File: src/rtl/mame_pkg.sv
`timescale 1ns / 1ps
// shared types, constants and helpers for the matrix add/multiply engine
// no dependencies; used by every rtl file of the block
package mame_pkg;

    localparam int MAX_DIM    = 8;
    localparam int DATA_WIDTH = 32;
    localparam int IDX_W      = $clog2(MAX_DIM);
    localparam int ADDR_W     = 2 * IDX_W;
    localparam int MEM_DEPTH  = MAX_DIM * MAX_DIM;
    localparam int DIM_W      = 4;
    localparam int VALUE_W    = 32;
    localparam int STATUS_W   = 2;
    localparam int NUM_CFG    = 4;
    localparam int CFG_IDX_W  = 2;

    localparam logic [2:0] OP_WRITE_A = 3'd0;
    localparam logic [2:0] OP_WRITE_B = 3'd1;
    localparam logic [2:0] OP_READ_A  = 3'd2;
    localparam logic [2:0] OP_READ_B  = 3'd3;
    localparam logic [2:0] OP_ADD     = 3'd4;
    localparam logic [2:0] OP_MUL     = 3'd5;

    localparam logic [STATUS_W-1:0] ST_OK       = 2'd0;
    localparam logic [STATUS_W-1:0] ST_RANGE    = 2'd1;
    localparam logic [STATUS_W-1:0] ST_MISMATCH = 2'd2;

    localparam logic [CFG_IDX_W-1:0] CFG_A_ROWS = 2'd0;
    localparam logic [CFG_IDX_W-1:0] CFG_A_COLS = 2'd1;
    localparam logic [CFG_IDX_W-1:0] CFG_B_ROWS = 2'd2;
    localparam logic [CFG_IDX_W-1:0] CFG_B_COLS = 2'd3;

    localparam logic [DIM_W-1:0] DIM_RESET = DIM_W'(MAX_DIM);

    typedef logic signed [DATA_WIDTH-1:0] data_t;

    typedef enum logic [2:0] {
        CMD_WRITE_A,
        CMD_WRITE_B,
        CMD_READ_A,
        CMD_READ_B,
        CMD_ADD,
        CMD_MAC,
        CMD_ERR
    } cmd_kind_t;

    typedef struct packed {
        logic                valid;
        cmd_kind_t           kind;
        logic [ADDR_W-1:0]   addr_a;
        logic [ADDR_W-1:0]   addr_b;
        logic [IDX_W-1:0]    row;
        logic [IDX_W-1:0]    col;
        logic [STATUS_W-1:0] status;
        logic                first;
        logic                last_k;
        logic                last_item;
        data_t               wdata;
    } cmd_t;

    typedef struct packed {
        logic pipe_busy;
    } dp_status_t;

    // highest usable index for a shape register, with 0 read as 1 and overrange clamped
    function automatic logic [IDX_W-1:0] dim_lim(input logic [DIM_W-1:0] dim);
        logic [IDX_W-1:0] lim;
        if (dim == '0)
        begin
            lim = '0;
        end
        else if (dim > DIM_W'(MAX_DIM))
        begin
            lim = IDX_W'(MAX_DIM - 1);
        end
        else
        begin
            lim = IDX_W'(dim - 1'b1);
        end
        return lim;
    endfunction

endpackage

File: src/rtl/mame_ctrl.sv
`timescale 1ns / 1ps
// controller: shape registers, command decode, checks and index sequencing
// depends on mame_pkg; drives the datapath through mame_pkg::cmd_t
module mame_ctrl (
    input  logic                           clk,
    input  logic                           rst_n,
    input  logic                           start,
    input  logic [2:0]                     opcode,
    input  logic [3:0]                     row,
    input  logic [3:0]                     col,
    input  logic signed [31:0]             value,
    input  logic                           cfg_we,
    input  logic [mame_pkg::CFG_IDX_W-1:0] cfg_index,
    input  logic [mame_pkg::DIM_W-1:0]     cfg_data,
    input  mame_pkg::dp_status_t           dp_status,
    output mame_pkg::cmd_t                 cmd,
    output logic                           busy
);

    typedef enum logic [1:0] {
        S_IDLE,
        S_RUN,
        S_DRAIN
    } state_t;

    state_t                        state_reg, state_next;
    mame_pkg::cmd_t                cmd_reg, cmd_next;
    logic [mame_pkg::DIM_W-1:0]    cfg_reg [mame_pkg::NUM_CFG];
    logic [mame_pkg::IDX_W-1:0]    i_reg, i_next;
    logic [mame_pkg::IDX_W-1:0]    j_reg, j_next;
    logic [mame_pkg::IDX_W-1:0]    k_reg, k_next;
    logic                          mul_reg, mul_next;

    logic [mame_pkg::IDX_W-1:0]    ar_lim, ac_lim, br_lim, bc_lim;
    logic [mame_pkg::IDX_W-1:0]    rl, cl, j_lim;
    logic                          oob;
    logic                          k_done, j_done, i_done;

    assign ar_lim = mame_pkg::dim_lim(cfg_reg[mame_pkg::CFG_A_ROWS]);
    assign ac_lim = mame_pkg::dim_lim(cfg_reg[mame_pkg::CFG_A_COLS]);
    assign br_lim = mame_pkg::dim_lim(cfg_reg[mame_pkg::CFG_B_ROWS]);
    assign bc_lim = mame_pkg::dim_lim(cfg_reg[mame_pkg::CFG_B_COLS]);

    assign rl    = opcode[0] ? br_lim : ar_lim;
    assign cl    = opcode[0] ? bc_lim : ac_lim;
    assign oob   = (row > {1'b0, rl}) || (col > {1'b0, cl});
    assign j_lim = mul_reg ? bc_lim : ac_lim;

    assign k_done = !mul_reg || (k_reg == ac_lim);
    assign j_done = k_done && (j_reg == j_lim);
    assign i_done = j_done && (i_reg == ar_lim);

    always_comb
    begin
        state_next = state_reg;
        i_next     = i_reg;
        j_next     = j_reg;
        k_next     = k_reg;
        mul_next   = mul_reg;
        cmd_next   = '0;
        cmd_next.kind   = mame_pkg::CMD_ERR;
        cmd_next.status = mame_pkg::ST_OK;
        unique case (state_reg)
            S_IDLE:
            begin
                if (start)
                begin
                    i_next = '0;
                    j_next = '0;
                    k_next = '0;
                    unique case (opcode) inside
                        mame_pkg::OP_WRITE_A, mame_pkg::OP_WRITE_B,
                        mame_pkg::OP_READ_A, mame_pkg::OP_READ_B:
                        begin
                            cmd_next.valid     = 1'b1;
                            cmd_next.last_item = 1'b1;
                            state_next         = S_DRAIN;
                            if (oob)
                            begin
                                cmd_next.kind   = mame_pkg::CMD_ERR;
                                cmd_next.status = mame_pkg::ST_RANGE;
                            end
                            else
                            begin
                                unique case (opcode) inside
                                    mame_pkg::OP_WRITE_A: cmd_next.kind = mame_pkg::CMD_WRITE_A;
                                    mame_pkg::OP_WRITE_B: cmd_next.kind = mame_pkg::CMD_WRITE_B;
                                    mame_pkg::OP_READ_A:  cmd_next.kind = mame_pkg::CMD_READ_A;
                                    default:              cmd_next.kind = mame_pkg::CMD_READ_B;
                                endcase
                                cmd_next.addr_a = {row[mame_pkg::IDX_W-1:0],
                                                   col[mame_pkg::IDX_W-1:0]};
                                cmd_next.addr_b = cmd_next.addr_a;
                                cmd_next.row    = row[mame_pkg::IDX_W-1:0];
                                cmd_next.col    = col[mame_pkg::IDX_W-1:0];
                                cmd_next.wdata  = mame_pkg::DATA_WIDTH'(value);
                            end
                        end
                        mame_pkg::OP_ADD:
                        begin
                            if (ar_lim != br_lim || ac_lim != bc_lim)
                            begin
                                cmd_next.valid     = 1'b1;
                                cmd_next.last_item = 1'b1;
                                cmd_next.status    = mame_pkg::ST_MISMATCH;
                                state_next         = S_DRAIN;
                            end
                            else
                            begin
                                mul_next   = 1'b0;
                                state_next = S_RUN;
                            end
                        end
                        mame_pkg::OP_MUL:
                        begin
                            if (ac_lim != br_lim)
                            begin
                                cmd_next.valid     = 1'b1;
                                cmd_next.last_item = 1'b1;
                                cmd_next.status    = mame_pkg::ST_MISMATCH;
                                state_next         = S_DRAIN;
                            end
                            else
                            begin
                                mul_next   = 1'b1;
                                state_next = S_RUN;
                            end
                        end
                        default:
                        begin
                        end
                    endcase
                end
            end
            S_RUN:
            begin
                cmd_next.valid     = 1'b1;
                cmd_next.kind      = mul_reg ? mame_pkg::CMD_MAC : mame_pkg::CMD_ADD;
                cmd_next.row       = i_reg;
                cmd_next.col       = j_reg;
                cmd_next.addr_a    = mul_reg ? {i_reg, k_reg} : {i_reg, j_reg};
                cmd_next.addr_b    = mul_reg ? {k_reg, j_reg} : {i_reg, j_reg};
                cmd_next.first     = (k_reg == '0);
                cmd_next.last_k    = k_done;
                cmd_next.last_item = i_done;
                if (i_done)
                begin
                    state_next = S_DRAIN;
                end
                else if (j_done)
                begin
                    k_next = '0;
                    j_next = '0;
                    i_next = i_reg + 1'b1;
                end
                else if (k_done)
                begin
                    k_next = '0;
                    j_next = j_reg + 1'b1;
                end
                else
                begin
                    k_next = k_reg + 1'b1;
                end
            end
            S_DRAIN:
            begin
                if (!cmd_reg.valid && !dp_status.pipe_busy)
                begin
                    state_next = S_IDLE;
                end
            end
            default:
            begin
                state_next = S_IDLE;
            end
        endcase
    end

    always_ff @(posedge clk or negedge rst_n)
    begin
        if (!rst_n)
        begin
            state_reg <= S_IDLE;
            cmd_reg   <= '0;
            i_reg     <= '0;
            j_reg     <= '0;
            k_reg     <= '0;
            mul_reg   <= 1'b0;
            for (int n = 0; n < mame_pkg::NUM_CFG; n++)
            begin
                cfg_reg[n] <= mame_pkg::DIM_RESET;
            end
        end
        else
        begin
            state_reg <= state_next;
            cmd_reg   <= cmd_next;
            i_reg     <= i_next;
            j_reg     <= j_next;
            k_reg     <= k_next;
            mul_reg   <= mul_next;
            if (cfg_we)
            begin
                cfg_reg[cfg_index] <= cfg_data;
            end
        end
    end

    assign cmd  = cmd_reg;
    assign busy = (state_reg != S_IDLE);

endmodule

File: config.mk
export PLATFORM = sky130hd
export DESIGN_NAME = mame_ctrl
export DESIGN_NICKNAME = d
export VERILOG_FILES = /design/src/rtl/mame_pkg.sv /design/src/rtl/mame_ctrl.sv
export SDC_FILE = /design/constraint.sdc
export NUM_CORES = 1
export LEC_CHECK = 0
export BUFFER_PORTS_ARGS = -buffer_cell sky130_fd_sc_hd__buf_2
export CAP_MARGIN = 20
export CORE_ASPECT_RATIO = 0.75
export CORE_MARGIN = 4
export CORE_UTILIZATION = 55
export CTS_BUF_LIST = sky130_fd_sc_hd__clkbuf_8
export DETAILED_ROUTE_END_ITERATION = 7
export PLACE_DENSITY_LB_ADDON = 0.3
export RECOVER_POWER = 50
export SLEW_MARGIN = 10
export SYNTH_ARGS = -nofsm -noshare
export SYNTH_HDL_FRONTEND = slang
export SYNTH_SLANG_ARGS = --single-unit
File: constraint.sdc
create_clock -name clk -period 6 [get_ports clk]
set_input_delay 0.3 -clock clk [delete_from_list [all_inputs] [get_ports clk]]
set_output_delay 0.3 -clock clk [all_outputs]
set_load 0.01 [all_outputs]
==> load_flow_metrics.sql <==
INSERT INTO impl_metrics (metric_group, metric, value, unit) VALUES
('logic_synthesis', 'avgSynthCellArea', '10.4', 'um2'),
('worst_setup_path', 'timing.critical_path.max_delay_family', 'simple AND/OR/NAND/NOR gates', ''),
('final_layout', 'final_common_cell', 'sky130_fd_sc_hd__buf_2', ''),
('die', 'core_region_area', '7360', 'um2'),
('worst_setup_path', 'endpoint', 'cmd[46]$_DFF_PN0_', ''),
('sta', 'finalClockSkew', '0.00819', 'ns'),
('final_layout', 'final_design_area_no_fill', '4990', 'um2'),
('logic_synthesis', 'synth_fp_nets', '472', ''),
('placed_design', 'place_hpwl', '7210', 'um'),
('drt', 'drtIter0Drc', '196', ''),
('sta', 'worst_slew_margin_rel', '25.2', '%'),
('logic_synthesis', 'synth_mux_area_share', '5.68', '%'),
('worst_setup_path', 'critical_path_buf_inv_count', '2', ''),
('final_layout', 'fill_cells', '608', ''),
('drt', 'post-route-drc-count', '0', ''),
('global_route', 'pin_count_of_the_biggest_net_entering_global_routing', '82', ''),
('worst_setup_path', 'worstPathCellList', 'inv_1 -> ha_1 -> nand2b_2 -> maj3_1 -> o21ai_0 -> ha_1 -> nor2b_1 -> o21ai_0 -> a32oi_1 -> nor4_1 -> and3_1 -> buf_8 -> nand2_1 -> a21oi_1', ''),
('sta', 'max_freq', '279', 'MHz'),
('worst_setup_path', 'crit_path_max_fanout', '35', ''),
('logic_synthesis', 'yosys.area.top_type_share', '46.0', '%'),
('placed_design', 'gp_routability_congestion', '0.903', ''),
('pwr', 'vdd.ir_drop.worst', '0.190', 'mV'),
('global_route', 'grt_first_pass_wirelength', '15000', 'um'),
('clock_network', 'cts_buffer_count', '9', ''),
('logic_synthesis', 'asyncSetResetFlopFracSynth', '100', '%'),
('worst_setup_path', 'timing.rr.end', 'cmd[46]$_DFF_PN0_', ''),
('logic_synthesis', 'yosysUniqueCellTypes', '66', ''),
('worst_setup_path', 'timing.critical_path.from_type', 'flip-flop', ''),
('sta', 'worst_slew_pin_slew', '1.12', 'ns'),
('final_layout', 'syn_to_final_growth', '19.2', '%'),
('worst_hold_path', 'hold_path.class', 'in2reg', ''),
('run_status', 'status', 'finished, final reports clean', ''),
('die', 'floorplan.die.width', '109', 'um'),
('clock_network', 'cts.clk_slew.worst_paths', '0.08', 'ns'),
('logic_synthesis', 'netlist_instances', '404', ''),
('logic_synthesis', 'synth_enable_flop_cells', '0', ''),
('clock_network', 'postCtsSetupBuffers', '0', ''),
('clock_network', 'clock_sink_count', '81', ''),
('clock_network', 'h-tree-depth', '3', ''),
('sta', 'finalCriticalPeriod', '3.59', 'ns'),
('drt', 'detailedRoute.firstPassIterationCount', '4', ''),
('worst_setup_path', 'timing.reg2reg.setup_slack', '2.41', 'ns'),
('sta', 'whs', '0.143', 'ns'),
('drt', 'post_drt_via_cell_ratio', '5.45', ''),
('placed_design', 'place_ws', '1.98', 'ns'),
('sta', 'hold_viol_final', '0', ''),
('worst_setup_path', 'criticalPathCategory', 'reg2reg', ''),
('logic_synthesis', 'synth.yosys.warnings', '0', ''),
('worst_setup_path', 'slowest_stage', 'sky130_fd_sc_hd__and3_1', ''),
('die', 'io_pins', '114', ''),
('logic_synthesis', 'leading_register_cell_type_out_of_synthesis', 'sky130_fd_sc_hd__dfrtp_1', ''),
('sta', 'grt_setup_unrepaired', 'no', ''),
('final_layout', 'largest_reg_flops', '53', ''),
('die', 'initial_core_util', '56.8', '%'),
('die', 'die_area', '9090', 'um2'),
('sta', 'setup_failing_eps_final', '0', ''),
('final_layout', 'nets', '577', ''),
('logic_synthesis', 'post_synth_adder_cell_area', '5.17', '%'),
('final_layout', 'post_route_cells_drive_above_1_share', '28.2', '%'),
('clock_network', 'cts_root_buf', 'sky130_fd_sc_hd__clkbuf_8', ''),
('pwr', 'power.density', '298', 'nW/um2'),
('clock_network', 'clock_latency', '0.36', 'ns'),
('worst_setup_path', 'crit_arrival', '3.86', 'ns'),
('final_layout', 'final_cell_mix', '96 x sky130_fd_sc_hd__buf_2, 77 x sky130_fd_sc_hd__dfrtp_1, 34 x sky130_fd_sc_hd__and2_1', ''),
('worst_setup_path', 'max_stage_delay', '0.43', 'ns'),
('worst_setup_path', 'worst_setup_path_end_kind', 'flip-flop', ''),
('global_route', 'grt_pass1_vias', '3067', ''),
('pwr', 'cellLeakagePower', '0.00246', 'uW'),
('global_route', 'global_route.overflow_total', '0', ''),
('logic_synthesis', 'synth_compound_gate_area_share', '14.6', '%'),
('sta', 'crit_share_post_route', '59.8', '%');
[where the power goes]
group          total, uW  internal [uW]  switching [uW]  leakage (uW)
clock                416            208             208     0.0000999
sequential           655            590            65.3       0.00108
combinational        418            188             230       0.00128
[worst min path at each step]
stage                                 from                     end  slack, ns  cells after the start
CTS                               value[0]        cmd[0]$_DFF_PN0_       0.12                      2
finish                           value[19]       cmd[19]$_DFF_PN0_       0.14                      2
global route                      value[0]        cmd[0]$_DFF_PN0_       0.12                      2
global placement    cfg_reg[5]$_DFFE_PN0P_  cfg_reg[5]$_DFFE_PN0P_       0.49                      1
detailed placement  cfg_reg[1]$_DFFE_PN0P_  cfg_reg[1]$_DFFE_PN0P_       0.50                      1
floorplan                            rst_n  cfg_reg[0]$_DFFE_PN0P_      0.004                      0
[per-layer routing]
metal	up-vias	track usage (%)	share of wire [%]
met4	0	6.19	1.1
met5	-	0	0
met3	11	5.03	8.0
met1	1587	29.2	45
li1	1601	-	-
met2	151	32.9	46
[cell usage after synthesis (3+ instances only)]
cell                       count
sky130_fd_sc_hd__a211oi_1      4
sky130_fd_sc_hd__a21oi_1      15
sky130_fd_sc_hd__a32o_1        3
sky130_fd_sc_hd__and2_1       34
sky130_fd_sc_hd__buf_4         6
sky130_fd_sc_hd__buf_6         3
sky130_fd_sc_hd__clkbuf_1     10
sky130_fd_sc_hd__dfrtp_1      77
sky130_fd_sc_hd__dfstp_2       4
sky130_fd_sc_hd__ha_1         14
sky130_fd_sc_hd__inv_1        32
sky130_fd_sc_hd__maj3_1        3
sky130_fd_sc_hd__mux2_2       17
sky130_fd_sc_hd__nand2_1      27
sky130_fd_sc_hd__nand2b_1     10
sky130_fd_sc_hd__nand3_1       6
sky130_fd_sc_hd__nand3b_1      4
sky130_fd_sc_hd__nand4_1       3
sky130_fd_sc_hd__nor2_1       18
sky130_fd_sc_hd__nor2b_1      12
sky130_fd_sc_hd__nor3_1        4
sky130_fd_sc_hd__nor3b_1       5
sky130_fd_sc_hd__nor4_1        3
sky130_fd_sc_hd__o211ai_1      6
sky130_fd_sc_hd__o21a_1        3
sky130_fd_sc_hd__o21ai_0      17
sky130_fd_sc_hd__o31ai_1       4
sky130_fd_sc_hd__or3_1         3
sky130_fd_sc_hd__xnor2_1       9
[cell type report]
type,instances,area [um2],share of cell area [%]
clock inverters,6,71.3,1.43
repair buffers,116,597,12.0
multi-input cells,268,1900,38.1
flip-flops and latches,81,2030,40.7
inverters,33,124,2.48
well taps,101,126,2.53
clock buffers,10,138,2.76
[stage by stage]
| step | util (%) | cells |
|---|---|---|
| final | 67.7 | 615 |
| after CTS | 67.3 | 612 |
| after global placement | 64.5 | 596 |
| after global routing | 67.7 | 615 |
| after floorplan | - | 404 |
| after detailed placement | 64.5 | 596 |
[cells by family (layout without fill, tap and decap cells)]
group,Yosys count,after routing
compound gates,83,83
xor+xnor,10,10
fa+ha+maj,18,18
buf+inv,55,165
flops,81,81
mux,21,21
simple gates,136,136
Power figures use the tool's default switching activity.
